<file path="config.mk">
export PLATFORM = sky130hd
export DESIGN_NAME = i2c_eeprom_transfer_sequencer_unit
export DESIGN_NICKNAME = d
export VERILOG_FILES = /design/src/sv/ets_pkg.sv /design/src/sv/ets_front.sv /design/src/sv/ets_back.sv /design/src/sv/i2c_eeprom_transfer_sequencer_unit.sv
export VERILOG_INCLUDE_DIRS = /design/src /design/src/sv
export SDC_FILE = /design/constraint.sdc
export NUM_CORES = 1
export LEC_CHECK = 0
export BUFFER_PORTS_ARGS = -buffer_cell sky130_fd_sc_hd__clkbuf_2
export CAP_MARGIN = 20
export CORE_AREA = 2 2 182 184
export DETAILED_ROUTE_END_ITERATION = 12
export DIE_AREA = 0 0 184 186
export HOLD_SLACK_MARGIN = 0.1
export MAX_ROUTING_LAYER = met4
export PLACE_DENSITY = 0.7
export SETUP_SLACK_MARGIN = 0.05
export SYNTH_ARGS = -nofsm -noshare
export SYNTH_HDL_FRONTEND = slang
export SYNTH_HIERARCHICAL = 1
export SYNTH_SLANG_ARGS = --single-unit
</file>
<file path="constraint.sdc">
create_clock -name clk -period 3.9 [get_ports clk]
set_clock_uncertainty 0.2 [all_clocks]
set_input_delay 0.78 -clock clk [delete_from_list [all_inputs] [get_ports clk]]
set_output_delay 0.78 -clock clk [all_outputs]
set_load 0.03 [all_outputs]
</file>
<file path="src/sv/i2c_eeprom_transfer_sequencer_unit_macros.svh">
// Assertion macros for the transfer sequencer modules.
// Depends on nothing; included by modules that assert.
`ifndef I2C_EEPROM_TRANSFER_SEQUENCER_UNIT_MACROS_SVH
`define I2C_EEPROM_TRANSFER_SEQUENCER_UNIT_MACROS_SVH
// Assert that a property holds on every clock edge outside reset.
`define ETS_ASSERT(label, clk, rst_n, prop, msg) \
    label: assert property (@(posedge clk) disable iff (!rst_n) prop) else $error(msg);
// Assert that an implication holds on every clock edge outside reset.
`define ETS_IMPLY(label, clk, rst_n, a, b, msg) \
    label: assert property (@(posedge clk) disable iff (!rst_n) (a) |-> (b)) else $error(msg);
`endif

</file>
<file path="src/sv/ets_pkg.sv">
// Package for the EEPROM transfer sequencer: operation codes, result kinds,
// status codes, register indices, and the queue entry and result types. Depends on nothing.
`timescale 1ns / 1ps
`default_nettype none
package ets_pkg;
    localparam logic [1:0] OP_BEGIN_WRITE = 2'd0;
    localparam logic [1:0] OP_BEGIN_READ  = 2'd1;
    localparam logic [1:0] OP_DATA        = 2'd2;
    localparam logic [1:0] OP_REPLY       = 2'd3;

    localparam logic [3:0] K_START     = 4'd0;
    localparam logic [3:0] K_RSTART    = 4'd1;
    localparam logic [3:0] K_SEND      = 4'd2;
    localparam logic [3:0] K_RECV_ACK  = 4'd3;
    localparam logic [3:0] K_RECV_NACK = 4'd4;
    localparam logic [3:0] K_STOP      = 4'd5;
    localparam logic [3:0] K_WAIT      = 4'd6;
    localparam logic [3:0] K_DATA      = 4'd7;
    localparam logic [3:0] K_DONE      = 4'd8;

    localparam logic [1:0] ST_OK       = 2'd0;
    localparam logic [1:0] ST_RANGE    = 2'd1;
    localparam logic [1:0] ST_ADDR     = 2'd2;
    localparam logic [1:0] ST_NACK     = 2'd3;

    localparam logic REG_DEV = 1'b0;
    localparam logic REG_TWO = 1'b1;

    typedef struct packed {
        logic [1:0]  operation;
        logic [15:0] mem_address;
        logic [15:0] length;
        logic [7:0]  data_byte;
        logic        bus_ack;
        logic [7:0]  bus_byte;
    } item_t;

    typedef struct packed {
        logic [3:0] kind;
        logic [7:0] bus_value;
        logic [1:0] status;
        logic       last;
    } result_t;
endpackage
`default_nettype wire

</file>
<file path="src/sv/ets_front.sv">
// Front part: a four-entry queue that accepts input items and holds them for the back part.
// Depends on ets_pkg.
`timescale 1ns / 1ps
`default_nettype none
module ets_front
(
    input  wire            clk,
    input  wire            rst_n,
    input  wire            in_valid,
    output logic           in_ready,
    input  wire ets_pkg::item_t in_item,
    output logic           q_valid,
    input  wire            q_ready,
    output ets_pkg::item_t q_item
);
    import ets_pkg::*;
    localparam int DEPTH = 4;
    item_t     mem_reg [DEPTH];
    logic [1:0] wp_reg, rp_reg;
    logic [2:0] cnt_reg;
    logic push, pop;

    assign in_ready = (cnt_reg != 3'(DEPTH));
    assign q_valid  = (cnt_reg != 3'd0);
    assign q_item   = mem_reg[rp_reg];
    assign push = in_valid && in_ready;
    assign pop  = q_valid && q_ready;

    always_ff @(posedge clk)
    begin
        if (push)
        begin
            mem_reg[wp_reg] <= in_item;
        end
    end

    always_ff @(posedge clk or negedge rst_n)
    begin
        if (!rst_n)
        begin
            wp_reg  <= '0;
            rp_reg  <= '0;
            cnt_reg <= '0;
        end
        else
        begin
            if (push) wp_reg <= wp_reg + 2'd1;
            if (pop)  rp_reg <= rp_reg + 2'd1;
            cnt_reg <= cnt_reg + 3'(push) - 3'(pop);
        end
    end
endmodule
`default_nettype wire

</file>
<file path="src/sv/ets_back.sv">
// Back part: runs the bus sequencer for one queued item, emitting up to four
// results one per cycle while out_ready is high. Depends on ets_pkg and the macros header.
`timescale 1ns / 1ps
`default_nettype none
`include "i2c_eeprom_transfer_sequencer_unit_macros.svh"
module ets_back
#(
    parameter int PAGE_BYTES = 32,
    parameter int MEM_BYTES  = 4096
)
(
    input  wire              clk,
    input  wire              rst_n,
    input  wire              q_valid,
    output logic             q_ready,
    input  wire ets_pkg::item_t q_item,
    input  wire  [7:0]       dev_addr,
    input  wire              two_byte,
    output logic             out_valid,
    input  wire              out_ready,
    output ets_pkg::result_t out_res
);
    import ets_pkg::*;
    localparam int PW = $clog2(PAGE_BYTES);

    localparam logic [3:0] PH_IDLE = 4'd0, PH_START = 4'd1, PH_DEV = 4'd2,
        PH_HIGH = 4'd3, PH_LOW = 4'd4, PH_DWAIT = 4'd5, PH_DACK = 4'd6,
        PH_SKIP = 4'd7, PH_RECV = 4'd8;

    logic [3:0]  phase_reg, phase_next;
    logic [15:0] addr_reg, addr_next, rem_reg, rem_next;
    logic [8:0]  pleft_reg, pleft_next;
    logic [1:0]  tst_reg, tst_next;
    logic        rd_reg, rd_next;

    // Result buffer: the results of one item, drained one per cycle while out_ready is high.
    result_t     buf_reg [4];
    logic [2:0]  bcnt_reg, bidx_reg;
    result_t     nb [4];
    logic [2:0]  n;
    logic        take;

    assign q_ready   = (bidx_reg == bcnt_reg) || (out_ready && bidx_reg + 3'd1 == bcnt_reg);
    assign take      = q_valid && q_ready;
    assign out_valid = (bidx_reg != bcnt_reg);
    assign out_res   = buf_reg[bidx_reg[1:0]];

    function automatic logic [8:0] min_room(input logic [15:0] a, input logic [15:0] r);
        logic [9:0] room;
        room = 10'(PAGE_BYTES) - 10'(a[PW-1:0]);
        min_room = (17'(room) > 17'(r)) ? r[8:0] : room[8:0];
    endfunction

    always_comb
    begin
        logic [16:0] sum;
        logic [15:0] a1, r1;
        logic [8:0]  p1;
        phase_next = phase_reg; addr_next = addr_reg; rem_next = rem_reg;
        pleft_next = pleft_reg; tst_next = tst_reg; rd_next = rd_reg;
        n = 3'd0;
        for (int i = 0; i < 4; i++) nb[i] = '0;
        sum = 17'(q_item.mem_address) + 17'(q_item.length);
        a1 = addr_reg + 16'd1;
        r1 = (rem_reg != 16'd0) ? rem_reg - 16'd1 : rem_reg;
        p1 = (pleft_reg != 9'd0) ? pleft_reg - 9'd1 : pleft_reg;
        case (q_item.operation)
            OP_BEGIN_WRITE, OP_BEGIN_READ:
            begin
                if (phase_reg == PH_IDLE)
                begin
                    addr_next = q_item.mem_address; rem_next = q_item.length;
                    tst_next = ST_OK; rd_next = (q_item.operation == OP_BEGIN_READ);
                    if (q_item.operation == OP_BEGIN_READ)
                    begin
                        nb[0].kind = K_START; n = 3'd1; phase_next = PH_START;
                    end
                    else if (sum > 17'(MEM_BYTES))
                    begin
                        nb[0].kind = K_DONE; nb[0].status = ST_RANGE; n = 3'd1;
                    end
                    else if (q_item.length == 16'd0)
                    begin
                        nb[0].kind = K_DONE; n = 3'd1;
                    end
                    else
                    begin
                        pleft_next = min_room(q_item.mem_address, q_item.length);
                        nb[0].kind = K_START; n = 3'd1; phase_next = PH_START;
                    end
                end
            end
            OP_DATA:
            begin
                if (phase_reg == PH_DWAIT)
                begin
                    nb[0].kind = K_SEND; nb[0].bus_value = q_item.data_byte; n = 3'd1;
                    phase_next = PH_DACK;
                end
                else if (phase_reg == PH_SKIP)
                begin
                    addr_next = a1; rem_next = r1; pleft_next = p1;
                    if (p1 == 9'd0)
                    begin
                        n = 3'd1;
                        if (r1 != 16'd0)
                        begin
                            nb[0].kind = K_START; pleft_next = min_room(a1, r1);
                            phase_next = PH_START;
                        end
                        else
                        begin
                            nb[0].kind = K_DONE; nb[0].status = tst_reg;
                            phase_next = PH_IDLE;
                        end
                    end
                end
            end
            default:
            begin
                case (phase_reg)
                    PH_START, PH_DEV, PH_HIGH, PH_LOW:
                    begin
                        if (!q_item.bus_ack)
                        begin
                            if (rd_reg)
                            begin
                                nb[0].kind = K_STOP; nb[1].kind = K_DONE;
                                nb[1].status = ST_ADDR; n = 3'd2;
                            end
                            else
                            begin
                                nb[0].kind = K_DONE; nb[0].status = ST_ADDR; n = 3'd1;
                            end
                            phase_next = PH_IDLE;
                        end
                        else if (phase_reg == PH_START)
                        begin
                            nb[0].kind = K_SEND; nb[0].bus_value = dev_addr; n = 3'd1;
                            phase_next = PH_DEV;
                        end
                        else if (phase_reg == PH_DEV)
                        begin
                            nb[0].kind = K_SEND; n = 3'd1;
                            nb[0].bus_value = two_byte ? addr_reg[15:8] : addr_reg[7:0];
                            phase_next = two_byte ? PH_HIGH : PH_LOW;
                        end
                        else if (phase_reg == PH_HIGH)
                        begin
                            nb[0].kind = K_SEND; nb[0].bus_value = addr_reg[7:0]; n = 3'd1;
                            phase_next = PH_LOW;
                        end
                        else if (rd_reg)
                        begin
                            nb[0].kind = K_RSTART; nb[1].kind = K_SEND;
                            nb[1].bus_value = dev_addr | 8'h01; n = 3'd3;
                            if (rem_reg != 16'd0)
                            begin
                                nb[2].kind = (rem_reg > 16'd1) ? K_RECV_ACK : K_RECV_NACK;
                                phase_next = PH_RECV;
                            end
                            else
                            begin
                                nb[2].kind = K_STOP; nb[3].kind = K_DONE; n = 3'd4;
                                phase_next = PH_IDLE;
                            end
                        end
                        else
                        begin
                            phase_next = PH_DWAIT;
                        end
                    end
                    PH_DACK:
                    begin
                        addr_next = a1; rem_next = r1; pleft_next = p1;
                        if (q_item.bus_ack && p1 != 9'd0)
                        begin
                            phase_next = PH_DWAIT;
                        end
                        else
                        begin
                            nb[0].kind = K_STOP; nb[1].kind = K_WAIT; n = 3'd2;
                            if (!q_item.bus_ack) tst_next = ST_NACK;
                            if (p1 != 9'd0)
                            begin
                                phase_next = PH_SKIP;
                            end
                            else if (r1 != 16'd0)
                            begin
                                nb[2].kind = K_START; n = 3'd3;
                                pleft_next = min_room(a1, r1); phase_next = PH_START;
                            end
                            else
                            begin
                                nb[2].kind = K_DONE; n = 3'd3;
                                nb[2].status = q_item.bus_ack ? tst_reg : ST_NACK;
                                phase_next = PH_IDLE;
                            end
                        end
                    end
                    PH_RECV:
                    begin
                        nb[0].kind = K_DATA; nb[0].bus_value = q_item.bus_byte; n = 3'd2;
                        addr_next = a1; rem_next = r1;
                        if (r1 != 16'd0)
                        begin
                            nb[1].kind = (r1 > 16'd1) ? K_RECV_ACK : K_RECV_NACK;
                        end
                        else
                        begin
                            nb[1].kind = K_STOP; nb[2].kind = K_DONE;
                            nb[2].status = tst_reg; n = 3'd3; phase_next = PH_IDLE;
                        end
                    end
                    default:
                    begin
                    end
                endcase
            end
        endcase
        if (n != 3'd0) nb[2'(n - 3'd1)].last = 1'b1;
    end

    always_ff @(posedge clk)
    begin
        if (take)
        begin
            for (int i = 0; i < 4; i++) buf_reg[i] <= nb[i];
        end
    end

    always_ff @(posedge clk or negedge rst_n)
    begin
        if (!rst_n)
        begin
            phase_reg <= PH_IDLE; addr_reg <= '0; rem_reg <= '0; pleft_reg <= '0;
            tst_reg <= '0; rd_reg <= 1'b0; bcnt_reg <= '0; bidx_reg <= '0;
        end
        else if (take)
        begin
            phase_reg <= phase_next; addr_reg <= addr_next; rem_reg <= rem_next;
            pleft_reg <= pleft_next; tst_reg <= tst_next; rd_reg <= rd_next;
            bcnt_reg <= n; bidx_reg <= '0;
        end
        else if (out_valid && out_ready)
        begin
            bidx_reg <= bidx_reg + 3'd1;
        end
    end

    `ETS_ASSERT(a_idx_le_cnt, clk, rst_n, (bidx_reg <= bcnt_reg), "index past count")
    `ETS_IMPLY(a_last_end, clk, rst_n, out_valid && out_res.last, bidx_reg + 3'd1 == bcnt_reg,
        "last not on final result")
    `ETS_IMPLY(a_take_free, clk, rst_n, take,
        (bidx_reg == bcnt_reg) || (out_valid && out_ready && bidx_reg + 3'd1 == bcnt_reg),
        "item taken over pending results")
endmodule
`default_nettype wire

</file>
<file path="src/sv/i2c_eeprom_transfer_sequencer_unit.sv">
// EEPROM transfer sequencer. Items are accepted while the input queue has
// room; the results of an item (up to four) leave one per cycle while
// m_axis_tready is high, through the input queue, then the result buffer.
// A four-entry queue parts acceptance from the sequencer; drain of results
// sets the rate when an item yields several. Reset is asynchronous, active
// low, and returns the sequencer to idle with the registers at defaults.
`timescale 1ns / 1ps
`default_nettype none
module i2c_eeprom_transfer_sequencer_unit
#(
    parameter int PAGE_BYTES = 32,
    parameter int MEM_BYTES  = 4096
)
(
    input  wire         clk,
    input  wire         rst_n,
    input  wire         s_axis_tvalid,
    output logic        s_axis_tready,
    input  wire  [1:0]  s_axis_tuser,  // operation
    input  wire  [55:0] s_axis_tdata,  // mem_address, length, data_byte, bus_ack, bus_byte
    output logic        m_axis_tvalid,
    input  wire         m_axis_tready,
    output logic [15:0] m_axis_tdata,  // kind, bus_value, status
    output logic        m_axis_tlast,
    input  wire         cfg_we,
    input  wire         cfg_index,
    input  wire  [7:0]  cfg_data
);
    import ets_pkg::*;
    item_t   in_item, q_item;
    result_t res;
    logic    q_valid, q_ready;
    logic [7:0] dev_reg;
    logic       two_reg;

    assign in_item.operation   = s_axis_tuser;
    assign in_item.mem_address = s_axis_tdata[15:0];
    assign in_item.length      = s_axis_tdata[31:16];
    assign in_item.data_byte   = s_axis_tdata[39:32];
    assign in_item.bus_ack     = s_axis_tdata[40];
    assign in_item.bus_byte    = s_axis_tdata[48:41];

    always_ff @(posedge clk or negedge rst_n)
    begin
        if (!rst_n)
        begin
            dev_reg <= 8'd160;
            two_reg <= 1'b1;
        end
        else if (cfg_we)
        begin
            if (cfg_index == REG_DEV) dev_reg <= cfg_data;
            else two_reg <= cfg_data[0];
        end
    end

    ets_front u_front (.clk(clk), .rst_n(rst_n), .in_valid(s_axis_tvalid),
        .in_ready(s_axis_tready), .in_item(in_item), .q_valid(q_valid),
        .q_ready(q_ready), .q_item(q_item));

    ets_back #(.PAGE_BYTES(PAGE_BYTES), .MEM_BYTES(MEM_BYTES)) u_back (
        .clk(clk), .rst_n(rst_n), .q_valid(q_valid), .q_ready(q_ready),
        .q_item(q_item), .dev_addr(dev_reg), .two_byte(two_reg),
        .out_valid(m_axis_tvalid), .out_ready(m_axis_tready), .out_res(res));

    assign m_axis_tdata = {2'b00, res.status, res.bus_value, res.kind};
    assign m_axis_tlast = res.last;
endmodule
`default_nettype wire
</file>
==> results of run 1 <==
metrics by stage:
step	worst slack (ps)	instance area, um^2	TNS (ps)
after floorplan	-28.50	16050	-154.9
after global placement	-374.2	17750	-4261
after detailed placement	-424.3	17750	-4872
after CTS	-222.0	19130	-2183
after global routing	-401.8	19230	-4702
final	-249.2	19230	-2467
path summary, 6_finish.rpt:
kind / endpoint / slack, ps / cells past startpoint
max: u_back/pleft_reg[4] / -250 / 14
min: u_back/bcnt_reg[0] / 110 / 1
max reg2reg: u_back/pleft_reg[4] / -250 / 14
min reg2reg: u_back/bcnt_reg[0] / 330 / 1
max in group asynchronous: u_back/rem_reg[7] / 2380 / 3
min in group clk: u_front/mem_reg[2][43] / 280 / 1
critical path, cell delays in order (launching register included):
cell and delay, ps:
dfrtp_4 540, mux4_2 580, ha_4 200, fa_2 340, a21o_1 230, a221oi_4 360
o211ai_1 170, a32oi_2 250, o2111ai_2 160, a21oi_2 190, buf_4 150, buf_6 90
a21oi_2 60, nand2b_4 220, mux2_4 310
layer usage:
layer / track usage (%) / vias to the layer above
met5: - / -
met4: 6.208 / 0
met3: 3.189 / 66
met2: 36.56 / 384
met1: 31.51 / 5587
li1: - / 5240
power by group:
part,switching [uW],total (uW),internal [uW]
clock network,1330,3060,1720
registers,512,5180,4670
logic,5930,10900,5010
repair_timing:
action | in CTS | in global routing
gates resized for setup | 42 | 21
endpoints found under the setup margin | 14 | 17
setup buffers | 4 | 2
gates cloned | 2 | 0
pin swaps | 17 | 8
logic make-up after synthesis:
kind of cell,after synthesis
buffers and inverters,110
xor gates and xnor gates,28
muxes,110
and+or+nand+nor,345
other,1
AOI/OAI and AO/OA,295
adders and majority gates,43
DFF,312
area by class of cell:
| type | instances | area share, % |
|---|---|---|
| Tap cell | 408 | 2.655 |
| Inverter | 41 | 0.8003 |
| Timing Repair Buffer | 240 | 9.090 |
| Multi-Input combinational cell | 823 | 35.04 |
| Antenna cell | 2 | 0.02603 |
| Clock inverter | 21 | 0.8133 |
| Sequential cell | 312 | 46.95 |
| Clock buffer | 39 | 4.633 |
synthesized netlist by cell type, types with 5 or more instances:
| cell | instances |
|---|---|
| o22ai_1 | 19 |
| a31oi_1 | 8 |
| and3b_1 | 5 |
| xor2_1 | 11 |
| and2_1 | 15 |
| o311ai_0 | 5 |
| a21oi_1 | 84 |
| mux4_2 | 50 |
| nor3b_1 | 6 |
| nand2b_1 | 14 |
| nand4b_1 | 5 |
| a22oi_1 | 13 |
| mux2_2 | 12 |
| xnor2_1 | 16 |
| ha_1 | 41 |
| or3_1 | 7 |
| nor2b_1 | 14 |
| and3_1 | 17 |
| o21ai_0 | 72 |
| nand3_1 | 26 |
| edfxtp_1 | 242 |
| mux2i_1 | 36 |
| dfrtp_1 | 67 |
| a21o_1 | 8 |
| buf_12 | 5 |
| nor2_1 | 68 |
| nand4_1 | 9 |
| nor3_1 | 28 |
| nand2_1 | 94 |
| inv_1 | 40 |
| o211ai_1 | 11 |
| mux2_4 | 9 |
| o21a_1 | 10 |
| buf_2 | 15 |
| clkbuf_1 | 40 |
| nor4_1 | 12 |
==> results.md, run 1 <==
Run status:
- The flow ran to the end, but the final reports show violations.
- The final reports fail on negative setup slack.

Floorplanning:
- Measured along the x axis, the die boundary spans 184 um.
- The number of placement rows is 66.
- The core area is 32,210 um^2.
- The area of the die is 34,220 um^2.
- The I/O pin count is 91.
- The initial cell density of the core is 49.55%.
- From bottom edge to top edge, the die measures 186 um.

Layout:
- The most common cell after layout, fill and taps aside is edfxtp_1.
- The combined area of the multi-input logic cells is 6738 um^2.
- The finished layout holds 1,886 standard cells, fillers aside.
- The net count of the finished layout is 1,567.
- The area added between synthesis and finish is 20.50%.
- The fraction of layout cells with a size suffix above 1 is 29.95%.
- Fill cells in the final layout number 2,521.
- The flip-flop count of the largest register, all copies and words added is 204.
- The fraction of the core area covered by cells at the end of the flow is 59.71%.
- In the layout the commonest cells are 242 x edfxtp_1, 144 x buf_4, 93 x nand2_1, 80 x clkbuf_2, 76 x a21oi_1.
- The combined flip-flop and latch cell area is 9027 um^2.

Drt:
- After detailed routing, the number of vias per cell comes to 5.979.
- The count of unresolved DRC violations after routing is 0.
- For this block, the initial DRC count from the detailed router was 1,019.
- The first-pass iteration count of the detailed router is 5.
- The met2 wirelength from detailed routing is 18.30 mm.
- The uppermost layer routed is met4.
- The final routed wirelength across all metal layers is 37.83 mm.
- The wire length per cell after detailed routing is 20.06 um.
- The residual antenna-violating net count after detailed routing is 0.
- The count of vias placed by the detailed router is 11,277.
- In the detailed route, the total length drawn on met3 is 2.210 mm.
- In the final routing, the length of wire on met1 measures 16.37 mm.

Synthesis:
- The share of synthesized area in the top cell type comes to 45.54%.
- The netlist uses 92 different library cells.
- The area fraction in and, or, nand and nor cells after synthesis is 11.40%.
- In the synthesized netlist the async set-or-reset flop fraction comes to 22.44%.
- The synthesized netlist devotes 3.466% of its cell area to adder and majority cells.
- The gate count after technology mapping is 1,244.
- The number of flops mapped to enable cells by yosys is 242.
- Synthesis inferred 312 register bits.
- The biggest area contributor in the post-synthesis netlist is edfxtp_1.
- The compound-gate portion of the synthesized area is 12.00%.
- The xor and xnor area share after synthesis is 1.584%.
- After synthesis, the largest family of logic cells by area is compound AO/OA/AOI/OAI gates.
- In this run the mean area of a mapped cell was 12.83 um^2.
- The mux contribution to synthesized area is 11.50%.
- The sequential fraction of the synthesis area is 56.54%.
- The mapped cell area is 15,960 um^2.
- For this run, the number of Yosys warnings is 6.
- The most common flop cell mapped by yosys is edfxtp_1.
- By area the synthesized netlist is led by edfxtp_1 46%, dfrtp_1 11%, mux4_2 7.1%.

Placed design:
- The detailed placement HPWL is 26.08 mm.
- Input and output buffers added on the ports amount to 81.
- Counting tap cells, the placed design contains a total of 1,816 instances.
- The placer congestion estimate is 0.8999.

Global route:
- The initial antenna violation count is 2.
- The maximum number of pins on one net before global-route repair is 52.
- The number of global-route vias before repair is 10,979.
- After global routing the overflow that remains totals 0.
- For this run, the total global-route usage over all layers was measured as 23.03%.
- The first-pass GRT wire length is 59.60 mm.

Power:
- The total power divided by cell area is 996.9 nW/um^2.
- The static leakage power is 0.007291 uW.
- The worst-case vdd ir drop is 0.6234 mV.
- The completed layout was analyzed and its total power is 19,170 uW.

Timing:
- Setup repair after global routing could not meet its margin everywhere.
- At the pin with the least slew margin, the transition time is 901.8 ps.
- The number of pins with negative max-slew slack in the final report is 0.
- The highest achievable clock rate is 0.2410 GHz.
- The headroom to the max-slew limit is 39.66%.
- The period utilization is 106.4%.
- Across all hold checks on the routed design, the worst slack comes to 109.9 ps.
- The clock period minus worst slack is 4149 ps.
- In the post-route analysis, the smallest setup slack over all paths is -249.2 ps.
- The final number of setup-violating endpoints is 13.
- The number of endpoints with negative hold slack in the final report is 0.

CTS:
- The CTS tree is yes.
- Counting along the longest clock path gives a buffer depth of 3.
- The tree built by TritonCTS fans out to 312 sinks.
- The clock tree root driver cell is clkbuf_16.
- Buffers inserted to repair hold after CTS numbered 0.
- In this run, CTS created clock tree buffers numbering 34.
- The clock latency reported for the late side of the worst-skew pair is 520 ps.
- The clock transition at the registers of the reported paths is 60 ps.
- The H-tree generated during clock tree synthesis spans 2 levels.

Setup path:
- STA puts the critical path data arrival time at 4350 ps.
- The setup path with the least slack is of type reg -> reg.
- STA classifies the critical path endpoint as a flip-flop.
- In this run the critical register-to-register path is launched from u_front/rp_reg[0].
- At the worst endpoint, the required time is 4110 ps.
- The worst setup path startpoint is u_front/rp_reg[0].
- The biggest fanout along the worst timing path is 8.
- The critical path startpoint category is a flip-flop.

Hold path:
- The type of the most critical hold path is in -> async.

Flow run:
- The number of max-capacitance violations reported is 0.
Power figures use the tool's default switching activity.
==> inputs of run 2 (changes only) <==
--- a/config.mk
+++ b/config.mk
@@ -11,9 +11,9 @@
 export CORE_AREA = 2 2 182 184
 export DETAILED_ROUTE_END_ITERATION = 12
 export DIE_AREA = 0 0 184 186
-export HOLD_SLACK_MARGIN = 0.1
+export HOLD_SLACK_MARGIN = 0.02
 export MAX_ROUTING_LAYER = met4
-export PLACE_DENSITY = 0.7
+export PLACE_DENSITY = 0.75
 export SETUP_SLACK_MARGIN = 0.05
 export SYNTH_ARGS = -nofsm -noshare
 export SYNTH_HDL_FRONTEND = slang
==> results.md, run 2 (synthesized netlist as in run 1, its figures left out) <==
Run status:
- The run finished, with violations left.
- The final reports fail on negative setup slack.

Power:
- The worst-case vdd ir drop was 0.5792 mV (-7.1%).
- The total power divided by cell area came to 1005 nW/um^2 (+0.81%).
- The net load switching power came to 7808 uW (+0.46%).
- The combinational fraction of design power came to 56.6% (-0.4 points).
- The static leakage power is 0.007349 uW (+0.80%).
- The internal power component is 11,560 uW (+1.4%).
- The portion of total power attributed to sequential cells was 26.7% (-0.3 points).
- The clock network fraction of design power is 16.7% (+0.8 points).
- The fraction of power spent switching nets is 40.31% (-0.23 points).

Setup path:
- The worst setup path is launched from a flip-flop.
- The most numerous cell type found on the critical path is buf_4.
- The startpoint of the lowest-slack register-to-register path is u_front/rp_reg[0].
- The critical path data arrival time was 4320 ps (-30 ps).
- The slowest stage of the critical path is the mux4_2 cell.
- The worst setup path startpoint is u_front/rp_reg[0].
- The register-to-register setup slack was -360 ps (-110 ps).
- The critical path goes through buf_12, buf_4, mux4_2, ha_4, o211ai_1, buf_4, o211a_1, o32ai_1, o2111ai_2, a21oi_1, buf_4, and2_4, nand2_1, a311o_1.
- By startpoint and endpoint, the worst setup path is classified as reg -> reg.
- The biggest fanout along the worst timing path came to 5 (-3).
- The required arrival time at the worst endpoint came to 3960 ps (-150 ps).
- The largest stage delay on the critical path is 570 ps (about the same).
- The worst setup path is captured at a flip-flop.

Drt:
- The final routed wirelength across all metal layers is 38.54 mm (+1.9%).
- The initial DRC count is 893 (-12%).
- The count of vias placed by the detailed router is 11,372 (+0.84%).
- The residual antenna-violating net count after detailed routing is 0 (unchanged).
- The first-pass iteration count of the detailed router came to 6 (+1).
- The count of unresolved DRC violations after routing is 0 (unchanged).
- The detailed-route vias per instance is 6.001 (+0.36%).
- The wire length per cell after detailed routing was 20.34 um (+1.4%).

Layout:
- The post-route non-filler standard cell count is 1,895 (+0.48%).
- The flip-flop count of the largest register, all copies and words added is 204 (unchanged).
- The final design area excluding fillers came to 19,270 um^2 (+0.23%).
- Leaving out fill and tap cells, the most frequent cells in the layout are 242 x edfxtp_1, 154 x buf_4, 94 x nand2_1, 80 x clkbuf_2, 79 x a21oi_1.
- The fraction of layout cells with a size suffix above 1 is 29.74% (-0.20 points).
- The area growth from synthesis to layout is 20.78%.
- The net count of the finished layout is 1,575 (+0.51%).
- Leaving out fill and tap cells, the most frequent cell in the layout is edfxtp_1.

Floorplanning:
- The initial cell density of the core is 49.55% (unchanged).
- The I/O pin count is 91 (unchanged).
- The core area was 32,210 um^2 (unchanged).
- The die extent in x was 184 um (unchanged).
- The area of the die came to 34,220 um^2 (unchanged).
- The number of placement rows is 66 (unchanged).
- The y dimension of the die is 186 um (unchanged).

CTS:
- TritonCTS built the clock tree.
- The clock transition at the registers of the reported paths was 60 ps (about the same).
- The clock latency reported for the late side of the worst-skew pair is 530 ps (about the same).
- The maximum count of clock buffers along a single path was 3 (unchanged).
- The clock tree root driver cell is clkbuf_16.
- The H-tree level count was 2 (unchanged).
- The number of buffers inserted by hold repair at cts is 0 (unchanged).
- The number of buffers inserted during clock tree synthesis came to 34 (unchanged).
- The CTS sink count is 312 (unchanged).

Timing:
- The slew at the pin with the worst max-slew slack was 999.8 ps (+97.95 ps).
- The highest achievable clock rate is 0.2349 GHz (-2.5%).
- The final worst slack is -357.2 ps (-107.9 ps).
- The period utilization is 109.2% (+2.8 points).
- The number of endpoints with negative hold slack in the final report is 0 (unchanged).
- The headroom to the max-slew limit was 33.35% (-6.3 points).
- The number of pins with negative max-slew slack in the final report is 0 (unchanged).
- The clock period minus worst slack is 4257 ps (+107.9 ps).
- Setup repair after global routing could not meet its margin everywhere.
- The final number of setup-violating endpoints is 14 (+1).
- The setup total negative slack is -4010 ps (-1542 ps).

Global route:
- The first-pass GRT wire length is 60.15 mm (+0.94%).
- The number of global-route vias before repair is 11,038 (+0.54%).
- The total global routing track utilization is 23.37% (+0.34 points).
- The final global-route overflow total is 0 (unchanged).
- The initial antenna violation count is 1 (-1).
- The maximum number of pins on one net before global-route repair came to 71 (+37%).

Placed design:
- The number of placed instances with taps included is 1,817 (+0.055%).
- The placer congestion estimate is 0.9515 (+5.7%).
- The instance area at placement is 17,770 um^2 (+0.11%).
- The detailed placement HPWL is 26.59 mm (+2.0%).
- The worst setup timing slack at the placement stage was -418.2 ps (+6.103 ps).
- The quantity of I/O buffers inserted on ports is 81 (unchanged).

Hold path:
- The type of the most critical hold path is in -> reg.
- In this run the most critical hold path is launched from s_axis_tdata[2].

Flow run:
- The number of max-capacitance violations reported was 0 (unchanged).
-- run 2: changes by cell type in the layout (fill, tap and decap cells not counted), moves of 3 or more --
cell / delta
buf_4: +10
ha_1: +4
ha_4: -4
a21oi_1: +3
a21oi_2: -3
clkbuf_1: +3
clkbuf_8: +3
clkinv_1: -3
-- run 2: final timing paths --
check / cells past startpoint / end
max: 14 / u_back/buf_reg[0][14]
min: 1 / u_front/mem_reg[1][35]
max reg2reg: 14 / u_back/buf_reg[0][14]
min reg2reg: 1 / u_back/bcnt_reg[0]
max in group asynchronous: 2 / u_front/rp_reg[0]
min in group asynchronous: 2 / u_back/bcnt_reg[2]
-- run 2: through the flow --
step	power [uW]	hold WS [ps]	util, %
after detailed placement	15100	317.3	55.17
final	19370	257.0	59.84
after CTS	18800	244.4	59.22
after global placement	14920	306.4	55.17
after global routing	20550	262.1	59.84
after floorplan	11600	278.4	-
-- run 2: per-layer routing --
layer | part of all wire (%) | up-vias | GRT usage (%)
met4 | 3.3 | 0 | 7.744
met3 | 5.4 | 99 | 3.815
met5 | 0 | - | -
met1 | 43 | 5617 | 30.79
met2 | 49 | 388 | 37.30
li1 | - | 5268 | -
-- run 2: layout make-up --
| class | count | area [um^2] |
|---|---|---|
| fill | 2445 | 12930 |
| sequential | 312 | 9027 |
| clock inverter | 17 | 185.2 |
| tap | 408 | 510.5 |
| antenna | 1 | 2.502 |
| clock buffer | 45 | 943.4 |
| inverter | 41 | 153.9 |
| timing repair buffer | 248 | 1760 |
| multi-input combinational | 823 | 6690 |
-- run 2: power by group through the flow --
stage | Sequential [uW] | Clock [uW] | Combinational (uW)
4_1_cts | 5170 | 3290 | 10300
6_report | 5170 | 3240 | 11000
5_1_grt | 5260 | 3430 | 11900
3_3_place_gp | 5190 | 0 | 9730
3_5_place_dp | 5250 | 0 | 9850
2_1_floorplan | 5000 | 0 | 6610
-- run 2: worst max-delay path: cells and delay by family, from the launching register on --
kind            cells  cell delay, ps
compound gates      6            1600
fa+ha+maj           1             340
flops               1             430
simple gates        2             230
buf+inv             4             630
mux                 1             570
-- run 2: timing repair --
action,4_1_cts,5_1_grt
resized for setup,27,22
cloned,0,0
pin swaps,7,14
setup endpoints to repair,14,15
setup buffers,6,9
hold endpoints to repair,0,0
